File: src/rtl/jfps_fifo.sv
`timescale 1ns / 1ps
module jfps_fifo #(
  parameter int WIDTH = 32,
  parameter int DEPTH = 4
) (
  input  logic                       clk,
  input  logic                       rst,
  input  logic                       push,
  input  logic [WIDTH-1:0]           wdata,
  input  logic                       pop,
  output logic [WIDTH-1:0]           rdata,
  output logic                       empty,
  output logic [$clog2(DEPTH+1)-1:0] count
);

  localparam int AW    = $clog2(DEPTH);
  localparam int CNT_W = $clog2(DEPTH + 1);
  localparam logic [AW-1:0] LAST_PTR = AW'(DEPTH - 1);

  logic [WIDTH-1:0] mem [DEPTH];
  logic [AW-1:0]    wr_ptr;
  logic [AW-1:0]    rd_ptr;

  always_ff @(posedge clk) begin
    if (push) begin
      mem[wr_ptr] <= wdata;
    end
  end

  always_ff @(posedge clk) begin
    if (rst) begin
      wr_ptr <= '0;
      rd_ptr <= '0;
      count  <= '0;
    end else begin
      if (push) begin
        wr_ptr <= (wr_ptr == LAST_PTR) ? '0 : wr_ptr + AW'(1);
      end
      if (pop) begin
        rd_ptr <= (rd_ptr == LAST_PTR) ? '0 : rd_ptr + AW'(1);
      end
      case ({push, pop})
        2'b10:   count <= count + CNT_W'(1);
        2'b01:   count <= count - CNT_W'(1);
        default: count <= count;
      endcase
    end
  end

  assign rdata = mem[rd_ptr];
  assign empty = (count == '0);

endmodule

File: config.mk
export PLATFORM = sky130hd
export DESIGN_NAME = jfps_fifo
export DESIGN_NICKNAME = d
export VERILOG_FILES = /design/src/rtl/jfps_fifo.sv
export SDC_FILE = /design/constraint.sdc
export NUM_CORES = 1
export LEC_CHECK = 0
export BUFFER_PORTS_ARGS = -buffer_cell sky130_fd_sc_hd__clkbuf_2
export CORE_AREA = 2 2 103 105
export DETAILED_ROUTE_END_ITERATION = 7
export DIE_AREA = 0 0 105 107
export PLACE_DENSITY = 0.7
export SYNTH_ARGS = -nofsm -noshare
export SYNTH_HDL_FRONTEND = slang
export SYNTH_SLANG_ARGS = --single-unit
export TNS_END_PERCENT = 1
File: constraint.sdc
create_clock -name clk -period 1.55 [get_ports clk]
set_input_delay 0.0775 -clock clk [delete_from_list [all_inputs] [get_ports clk]]
set_output_delay 0.0775 -clock clk [all_outputs]
set_load 0.05 [all_outputs]
==> results of run 1 <==
[layer usage]
layer | vias to the layer above | wire, um | track usage
li1 | 1161 | - | -
met1 | 1302 | 3900 | 0.213
met2 | 75 | 4720 | 0.285
met3 | 15 | 373 | 0.0517
met4 | 0 | 135 | 0.0714
met5 | - | 0 | 0
[registers in the layout (all words and copies together) (netlist names), named ones only]
| name | cells |
|---|---|
| mem | 128 |
| count | 3 |
| rd_ptr | 2 |
| wr_ptr | 2 |
[tightest hold or removal path: stages]
cell      delay, ns
clkbuf_2       0.08
clkbuf_2       0.11
buf_4          0.13
mux2i_1        0.07
nor2_1         0.07
[through the flow]
| stage | hold WS [ns] | worst slack, ns | power [mW] |
|---|---|---|---|
| 2_1_floorplan | 0.142 | -0.174 | 5.16 |
| 3_3_place_gp | 0.293 | 0.0688 | 5.44 |
| 3_5_place_dp | 0.297 | -0.0111 | 5.46 |
| 4_1_cts | 0.296 | -0.440 | 10.0 |
| 5_1_grt | 0.0901 | -0.447 | 10.3 |
| 6_report | 0.0506 | -0.371 | 10.0 |
[where the power goes]
group | internal [mW] | switching [mW] | leakage [nW]
clock | 2.79 | 1.49 | 0.308
combinational | 0.645 | 0.819 | 0.973
sequential | 4.21 | 0.0643 | 1.25
[cell families after synthesis]
logic type,synth area share
compound gates,0.00491
xor+xnor,0.00344
fa+ha+maj,0.0186
buf+inv,0.0221
flops,0.789
mux,0.147
simple gates,0.0152
[area by class of cell]
| class | count | area (um2) | share of cell area |
|---|---|---|---|
| Multi-Input combinational cell | 63 | 966 | 0.136 |
| Clock inverter | 14 | 219 | 0.0309 |
| Tap cell | 136 | 170 | 0.0240 |
| Sequential cell | 137 | 4030 | 0.568 |
| Inverter | 7 | 26.3 | 0.00370 |
| Timing Repair Buffer | 123 | 1260 | 0.178 |
| Clock buffer | 18 | 418 | 0.0589 |
[cells in the mapped netlist]
master    count  area (um2)
nor2_1        7        26.3
dfxtp_1       9         180
buf_2         3        15.0
inv_1         7        26.3
fa_1          1        20.0
mux2i_1       2        20.0
edfxtp_1    128        3840
ha_1          6        75.1
buf_6         1        11.3
a21oi_1       4        20.0
nor3b_1       2        15.0
buf_12        3        60.1
xor2_1        2        17.5
and2_1        4        25.0
o21ai_0       1        5.00
nor3_1        1        5.00
or3_1         1        6.26
mux4_1        2        52.6
mux4_2       30         676
[cell usage in the layout (no fill, tap or decap), types with 2 or more instances in the layout]
cell type / n
buf_8: 32
dlygate4sd3_1: 35
nor3b_1: 2
clkbuf_2: 40
buf_12: 6
inv_1: 6
and2_2: 4
mux4_2: 32
clkbuf_16: 17
inv_6: 3
mux2i_1: 2
a21oi_1: 4
ha_1: 5
dfxtp_1: 5
dfxtp_2: 3
edfxtp_1: 128
bufinv_16: 5
xor2_1: 2
buf_4: 8
nor2_1: 7
clkinv_4: 3
[what timing repair did]
item,in CTS,in global routing
resized for setup,69,38
hold buffers,35,1
setup endpoints to repair,32,33
pin swaps,0,0
hold endpoints to repair,137,1
gates cloned,1,1
[worst min path at each step]
stage                                         to  cells past startpoint  startpoint
after detailed placement    mem[0][30]$_DFFE_PP_                      1   wdata[30]
after global routing      wr_ptr[1]$_SDFFE_PP0P_                      5        push
after global placement      mem[0][12]$_DFFE_PP_                      1   wdata[12]
after floorplan            count[0]$_SDFFE_PP0P_                      1         rst
after CTS                    mem[0][4]$_DFFE_PP_                      2    wdata[4]
final                     wr_ptr[1]$_SDFFE_PP0P_                      5        push
==> impl_metrics.tcl, run 1 <==
set metrics [dict create \
    status "finished with violations" \
    violations "negative setup slack" \
    fin_nets 392 \
    period_minus_slack_ns 1.92 \
    timing.rr.start "count[0]$_SDFFE_PP0P_" \
    die-area_um2 11200 \
    row_count 37 \
    syn_area_um2 5100 \
    max_freq_ghz 0.521 \
    cp-end-kind "output pin" \
    critPathBufInv 2 \
    ios 72 \
    grt_pass1_vias 2746 \
    start_util 0.505 \
    post_drt_wl_per_cell_um 18.3 \
    path_class "reg2out" \
    clk_latency_ns 0.51 \
    dieHeight_um 107 \
    fin_area_um2 7090 \
    power.density_nw_per_um2 1410 \
    die_width_um 105 \
    clockRootBuffer "clkbuf_8" \
    layout-drive-gt1-share 0.445 \
    grt_pass1_wl_mm 14.1 \
    clk_path_buf_depth 2 \
    antenna_cells 0 \
    maxCapViolCount 0 \
    fin_skew_ns 0.00558 \
    yosysUniqueCellTypes 19 \
    grt_overflow 0 \
    rrSetupSlack_ns 0.08 \
    synth-seq-cells 137 \
    leakage_nw 2.53 \
    num-fill-cells 648 \
    core_um2 10100 \
    hold_path.class "in2reg" \
    viasPerCell 5.13 \
    clk_pin_slew_ns 0.06 \
    dpl.cell_count 428 \
    groute.usage.overall 0.172 \
    hpwl_mm 5.14 \
    vias 2553 \
    worst_slew_pin_slew_ns 0.309 \
    reg2regPathDepth 5 \
    hold_viol 0 \
    synth-seq-area-share 0.789 \
    ant_nets 0 \
    grt_max_degree 21 \
    wl_mm 9.13 \
    cp_slowest_cell "mux4_2" \
    syn_inst 214 \
    cp-start-kind "flop" \
    gp_congestion 0.668 \
    layoutNonFillerInstCount 498 \
    ys_warn_count 0 \
    port_buffers 71 \
    setup_viol 32 \
    clkSinkCount 137 \
    fin_tns_setup_ns -11.30 \
    cpPeakStageDelay_ns 0.54 \
    setup_slack_ns -0.371 \
    h-tree-depth 4 \
    cp_num_cells 3 \
    crit_chain "buf_12, mux4_2, buf_8" \
    drcViolationCount 0 \
    synth_area_per_cell_um2 23.8 \
    finalMaxSlewViolations 0 \
    period_share 1.24 \
    syn_nets 257 \
    worstPathRequired_ns 1.47 \
    peakVddDrop_mv 1.10 \
    slew_headroom 0.794 \
    utilization 0.703 \
    numCtsBuffers 17 \
    area_growth_pct 39.1 \
    rr_endpoint "count[2]$_SDFFE_PP0P_" \
    cts_setup_buffers 0 \
    cts_tree "yes" \
    drtIter0Drc 130 \
    antenna_found_initial 0 \
    rsz0062_at_grt "true" \
    critPathTopFamily "multiplexers" \
    dpl_cell_area_um2 5720 \
    critPathCapture "rdata[8]" \
    cp.arrival_ns 1.84 \
    cp_max_fo 8 \
    dr.pass1.iters 7 \
]
(Power assumes the default switching activity.)
==> run 2: changes to the inputs <==
--- a/config.mk
+++ b/config.mk
@@ -9,7 +9,9 @@
 export CORE_AREA = 2 2 103 105
 export DETAILED_ROUTE_END_ITERATION = 7
 export DIE_AREA = 0 0 105 107
+export MAX_ROUTING_LAYER = met4
 export PLACE_DENSITY = 0.7
+export SETUP_SLACK_MARGIN = 0.2
 export SYNTH_ARGS = -nofsm -noshare
 export SYNTH_HDL_FRONTEND = slang
 export SYNTH_SLANG_ARGS = --single-unit
==> run 2 against run 1 <==
Effect of this change: the flow finishes with violations (negative hold slack, negative setup slack); fmax is 0.23% higher; clock power fell by 6.5%; via count decreased by 2.3%; combinational power about the same; sequential share of layout area up 0.17 points; core utilization down 0.099 points; die area unchanged; global-route usage is 1.1 points higher; critical endpoint is now rdata[22].
==> impl_metrics.tcl, run 2 (synthesized netlist as in run 1, its figures left out) <==
set metrics [dict create \
    status "finished with violations" \
    violations "negative hold slack, negative setup slack" \
    dpl.cell_count 429 \
    clockRootBuffer "clkbuf_8" \
    clkSinkCount 137 \
    slew_headroom 0.808 \
    cts_tree "yes" \
    area_growth_pct 38.9 \
    cp.arrival_ns 1.84 \
    ant_nets 0 \
    grt_overflow 0 \
    path_class "reg2out" \
    start_util 0.505 \
    dieHeight_um 107 \
    cp-end-kind "output pin" \
    ios 72 \
    fin_nets 392 \
    period_share 1.24 \
    fin_skew_ns 0.00457 \
    period_minus_slack_ns 1.92 \
    setup_slack_ns -0.367 \
    groute.usage.overall 0.183 \
    rsz0062_at_grt "true" \
    layout-drive-gt1-share 0.459 \
    finalMaxSlewViolations 0 \
    largest_reg_flops 128 \
    power.density_nw_per_um2 1380 \
    mostFrequentLayoutCell "edfxtp_1" \
    fin_tns_setup_ns -10.90 \
    dr.pass1.iters 4 \
    antenna_cells 0 \
    viasPerCell 5.01 \
    pre_cts_ws_ns -0.00477 \
    wl_mm 9.12 \
    h-tree-depth 4 \
    grt_pass1_vias 2766 \
    leakage_nw 2.52 \
    cp_max_fo 6 \
    gp_congestion 0.711 \
    core_um2 10100 \
    layoutNonFillerInstCount 498 \
    peakVddDrop_mv 0.812 \
    die_width_um 105 \
    top_register "mem" \
    drtIter0Drc 88 \
    antenna_found_initial 0 \
    row_count 37 \
    hold_path.class "in2reg" \
    maxCapViolCount 0 \
    post_drt_wl_per_cell_um 18.3 \
    worst_slew_pin_slew_ns 0.288 \
    total_power_mw 9.75 \
    hpwl_mm 5.29 \
    worstPathRequired_ns 1.47 \
    top_regs "mem x128, count x3" \
    final_cell_mix "128 x edfxtp_1, 39 x clkbuf_2, 34 x dlygate4sd3_1" \
    grt_max_degree 27 \
    clk_pin_slew_ns 0.06 \
    clk_latency_ns 0.51 \
    setup_viol 32 \
    cp-start-kind "flop" \
    port_buffers 71 \
    vias 2495 \
    numCtsBuffers 17 \
    max_freq_ghz 0.522 \
    die-area_um2 11200 \
    clk_path_buf_depth 2 \
    grt_pass1_wl_mm 14.4 \
    drcViolationCount 0 \
    whs_ns -0.0171 \
    hold_viol 1 \
]
[run 2: area by class of cell]
class                   instances  area [um2]
clock inverters                15         183
well taps                     136         170
flip-flops and latches        137        4040
fillers                       655        3010
inverters                       7        26.3
clock buffers                  17         414
multi-input cells              63         995
repair buffers                123        1260
[run 2: per-stage QoR]
step | cell area, um2 | hold slack, ns | util
after global placement | 5730 | 0.291 | 0.568
after detailed placement | 5730 | 0.298 | 0.568
after floorplan | 5110 | 0.142 | -
after global routing | 7080 | 0.0322 | 0.702
after CTS | 7020 | 0.0351 | 0.695
final | 7080 | -0.0171 | 0.702
[run 2: metal layers]
metal | GRT usage | routed length [um]
met5 | - | 0
met1 | 0.214 | 3760
met3 | 0.0541 | 320
met2 | 0.297 | 4890
met4 | 0.0829 | 146
[run 2: critical path, cell delays in order, from the launching register on]
cell and delay [ns]:
dfxtp_4 0.43, buf_4 0.13, mux4_1 0.56, clkbuf_8 0.20
[run 2: worst paths after layout]
check / depth (start not counted) / slack, ns / endpoint / from
max: 3 / -0.37 / rdata[22] / flop
min: 5 / -0.02 / wr_ptr[0]$_SDFFE_PP0P_ / push
max reg2reg: 5 / 0.05 / count[2]$_SDFFE_PP0P_ / count[0]$_SDFFE_PP0P_
min reg2reg: 2 / 0.54 / flop / rd_ptr[1]$_SDFFE_PP0P_
[run 2: timing repair]
action | 4_1_cts | 5_1_grt
buffers inserted | 0 | 1
hold endpoints to repair | 137 | 0
pin swaps | 4 | 4
gates resized for setup | 77 | 34
hold buffers | 35 | 0
gates cloned | 1 | 0
setup endpoints to repair | 114 | 86
[run 2: where the power goes]
| group | total, mW | internal [mW] | switching [mW] |
|---|---|---|---|
| clock network | 4.00 | 2.58 | 1.42 |
| registers | 4.27 | 4.21 | 0.0595 |
| logic | 1.47 | 0.647 | 0.824 |
| total | 9.75 | 7.44 | 2.31 |
==> run 3: changes to the inputs <==
--- a/config.mk
+++ b/config.mk
@@ -5,12 +5,13 @@
 export SDC_FILE = /design/constraint.sdc
 export NUM_CORES = 1
 export LEC_CHECK = 0
+export ABC_AREA = 1
 export BUFFER_PORTS_ARGS = -buffer_cell sky130_fd_sc_hd__clkbuf_2
-export CORE_AREA = 2 2 103 105
+export CORE_AREA = 2 2 105 107
 export DETAILED_ROUTE_END_ITERATION = 7
-export DIE_AREA = 0 0 105 107
+export DIE_AREA = 0 0 107 109
 export MAX_ROUTING_LAYER = met4
-export PLACE_DENSITY = 0.7
+export PLACE_DENSITY = 0.69
 export SETUP_SLACK_MARGIN = 0.2
 export SYNTH_ARGS = -nofsm -noshare
 export SYNTH_HDL_FRONTEND = slang
==> run 3 against run 2 <==
Effect of this change: the run ends with negative setup slack left; fmax is 5.2% higher; register-to-register slack better by 0.22 ns; wire length is 34% higher; sequential power hardly changed; largest power group unchanged; critical path depth is 3 higher; sequential share of layout area is 3.8 points lower; cell count is 34% higher; clock power is 9.5% lower; critical path type unchanged; core utilization is 1.3 points higher; largest cell class unchanged; die area is 3.8% higher; clock skew is 0.0019 ns higher; hold slack better by 0.057 ns.
==> impl_metrics.tcl, run 3 <==
set metrics [dict create \
    status "finished with violations" \
    violations "negative setup slack" \
    num-fill-cells 637 \
    whs_ns 0.0397 \
    clk_latency_ns 0.50 \
    fin_tns_setup_ns -6.67 \
    fin_skew_ns 0.00644 \
    syn_area_um2 5230 \
    leakage_nw 2.85 \
    ios 72 \
    pre_cts_ws_ns 0.146 \
    worstPathRequired_ns 1.47 \
    die_width_um 107 \
    grt_pass1_vias 3558 \
    synth_area_per_cell_um2 14.2 \
    power.density_nw_per_um2 1290 \
    synth-seq-area-share 0.769 \
    fin_area_um2 7580 \
    ant_nets 0 \
    cp.arrival_ns 1.74 \
    dieHeight_um 109 \
    dpl_cell_area_um2 5910 \
    path_class "reg2out" \
    fin_nets 556 \
    top_regs "mem x128, count x3" \
    multi_input_area_um2 1150 \
    hold_viol 0 \
    layout-drive-gt1-share 0.350 \
    h-tree-depth 4 \
    synth-seq-cells 137 \
    yosysMostFrequentCell "edfxtp_1" \
    post_drt_wl_per_cell_um 18.4 \
    rsz0062_at_grt "true" \
    yosys_most_used_dff "edfxtp_1" \
    clk_pin_slew_ns 0.06 \
    mostFrequentLayoutCell "edfxtp_1" \
    clockRootBuffer "clkbuf_8" \
    synth_top_area_share 0.735 \
    async_flop_share 0 \
    cpPeakStageDelay_ns 0.38 \
    worst_slew_pin_slew_ns 0.279 \
    slew_headroom 0.814 \
    top_register "mem" \
    area_growth_pct 45.0 \
    crit_chain "buf_12, clkinv_8, clkbuf_16, nor2_1, o22ai_1, clkbuf_8" \
    grt_pass1_wl_mm 17.6 \
    hpwl_mm 6.68 \
    cts_tree "yes" \
    cp_max_fo 10 \
    drcViolationCount 0 \
    total_power_mw 9.78 \
    antenna_cells 0 \
    regArea_um2 4030 \
    viasPerCell 5.32 \
    final_cell_mix "128 x edfxtp_1, 63 x nor2_1, 38 x clkbuf_2" \
    hold_path.class "in2reg" \
    yosysUniqueCellTypes 20 \
    antenna_found_initial 0 \
    synth-edff-count 128 \
    maxCapViolCount 0 \
    syn_inst 368 \
    cp-end-kind "output pin" \
    clkSinkCount 137 \
    row_count 38 \
    dr.pass1.iters 4 \
    die-area_um2 11700 \
    yosys.area.top_type "edfxtp_1" \
    clk_path_buf_depth 2 \
    period_minus_slack_ns 1.82 \
    ys_top_cells_by_count "128 x edfxtp_1, 69 x nor2_1, 40 x o21ai_0, 32 x o22ai_1, 28 x o21ai_1" \
    ys_warn_count 0 \
    groute.usage.overall 0.209 \
    setup_slack_ns -0.271 \
    numCtsBuffers 17 \
    wl_mm 12.2 \
    gp_congestion 0.824 \
    cp_slowest_cell "dfxtp_4" \
    start_util 0.494 \
    drtIter0Drc 247 \
    syn_nets 411 \
    setup_viol 32 \
    port_buffers 71 \
    period_share 1.18 \
    peakVddDrop_mv 0.779 \
    finalMaxSlewViolations 0 \
    grt_max_degree 23 \
    largest_reg_flops 128 \
    cp-start-kind "flop" \
    synthTopCellsByArea "edfxtp_1 73%, nor2_1 4.9%, o21ai_0 3.8%, o22ai_1 3.8%, dfxtp_1 3.4%" \
    core_um2 10600 \
    grt_overflow 0 \
    vias 3546 \
    max_freq_ghz 0.549 \
]
run 3: repair_timing:
item / 4_1_cts / 5_1_grt
hold endpoints to repair: 137 / 0
gates cloned: 0 / 5
resized for setup: 91 / 80
pin swaps: 7 / 20
buffers inserted: 1 / 9
hold buffers: 36 / 0
setup endpoints to repair: 63 / 130
run 3: stage by stage:
stage / util / std cells
4_1_cts: 0.677 / 652
6_report: 0.715 / 666
3_3_place_gp: 0.557 / 583
2_1_floorplan: - / 368
3_5_place_dp: 0.557 / 583
5_1_grt: 0.715 / 666
run 3: path summary, 6_finish.rpt:
kind,start,endpoint,slack [ns],depth (start not counted)
setup reg to reg,wr_ptr[1]$_SDFFE_PP0P_,mem[1][1]$_DFFE_PP_,0.27,5
hold reg to reg,wr_ptr[1]$_SDFFE_PP0P_,wr_ptr[1]$_SDFFE_PP0P_,0.55,2
hold / removal,push,mem[1][12]$_DFFE_PP_,0.04,3
setup / recovery,flop,rdata[18],-0.27,6
run 3: report_power, final:
group	switching [mW]	internal, mW	total, mW
Sequential	0.0647	4.22	4.29
Clock	1.39	2.23	3.62
Combinational	1.11	0.761	1.87
run 3: kinds of logic (layout without fill, tap and decap cells):
| logic type | after synthesis | in the layout | share of synthesized area |
|---|---|---|---|
| AO/OA/AOI/OAI | 105 | 105 | 0.108 |
| adder cells (fa/ha/maj) | 7 | 7 | 0.0182 |
| buffers and inverters | 37 | 195 | 0.0445 |
| flip-flops | 137 | 137 | 0.769 |
| AND/OR/NAND/NOR | 82 | 82 | 0.0603 |
run 3: metal layers:
metal / GRT usage / wire length, um
met1: 0.248 / 5070
met2: 0.345 / 6420
met3: 0.0520 / 545
met4: 0.0881 / 214
met5: - / 0
run 3: area by class of cell:
| type | count | share of cell area |
|---|---|---|
| sequential | 137 | 0.532 |
| timing repair buffer | 144 | 0.211 |
| multi-input combinational | 194 | 0.151 |
| clock buffer | 23 | 0.0615 |
| tap | 140 | 0.0231 |
| inverter | 18 | 0.0106 |
| clock inverter | 9 | 0.00973 |
| timing repair inverter | 1 | 0.00148 |
run 3: critical path: cells and delay by family, from the launching register on:
family                 cells  cell delay (ns)
DFF                        1             0.38
buffers and inverters      4             0.61
AOI/OAI and AO/OA          1             0.11
and+or+nand+nor            1             0.14
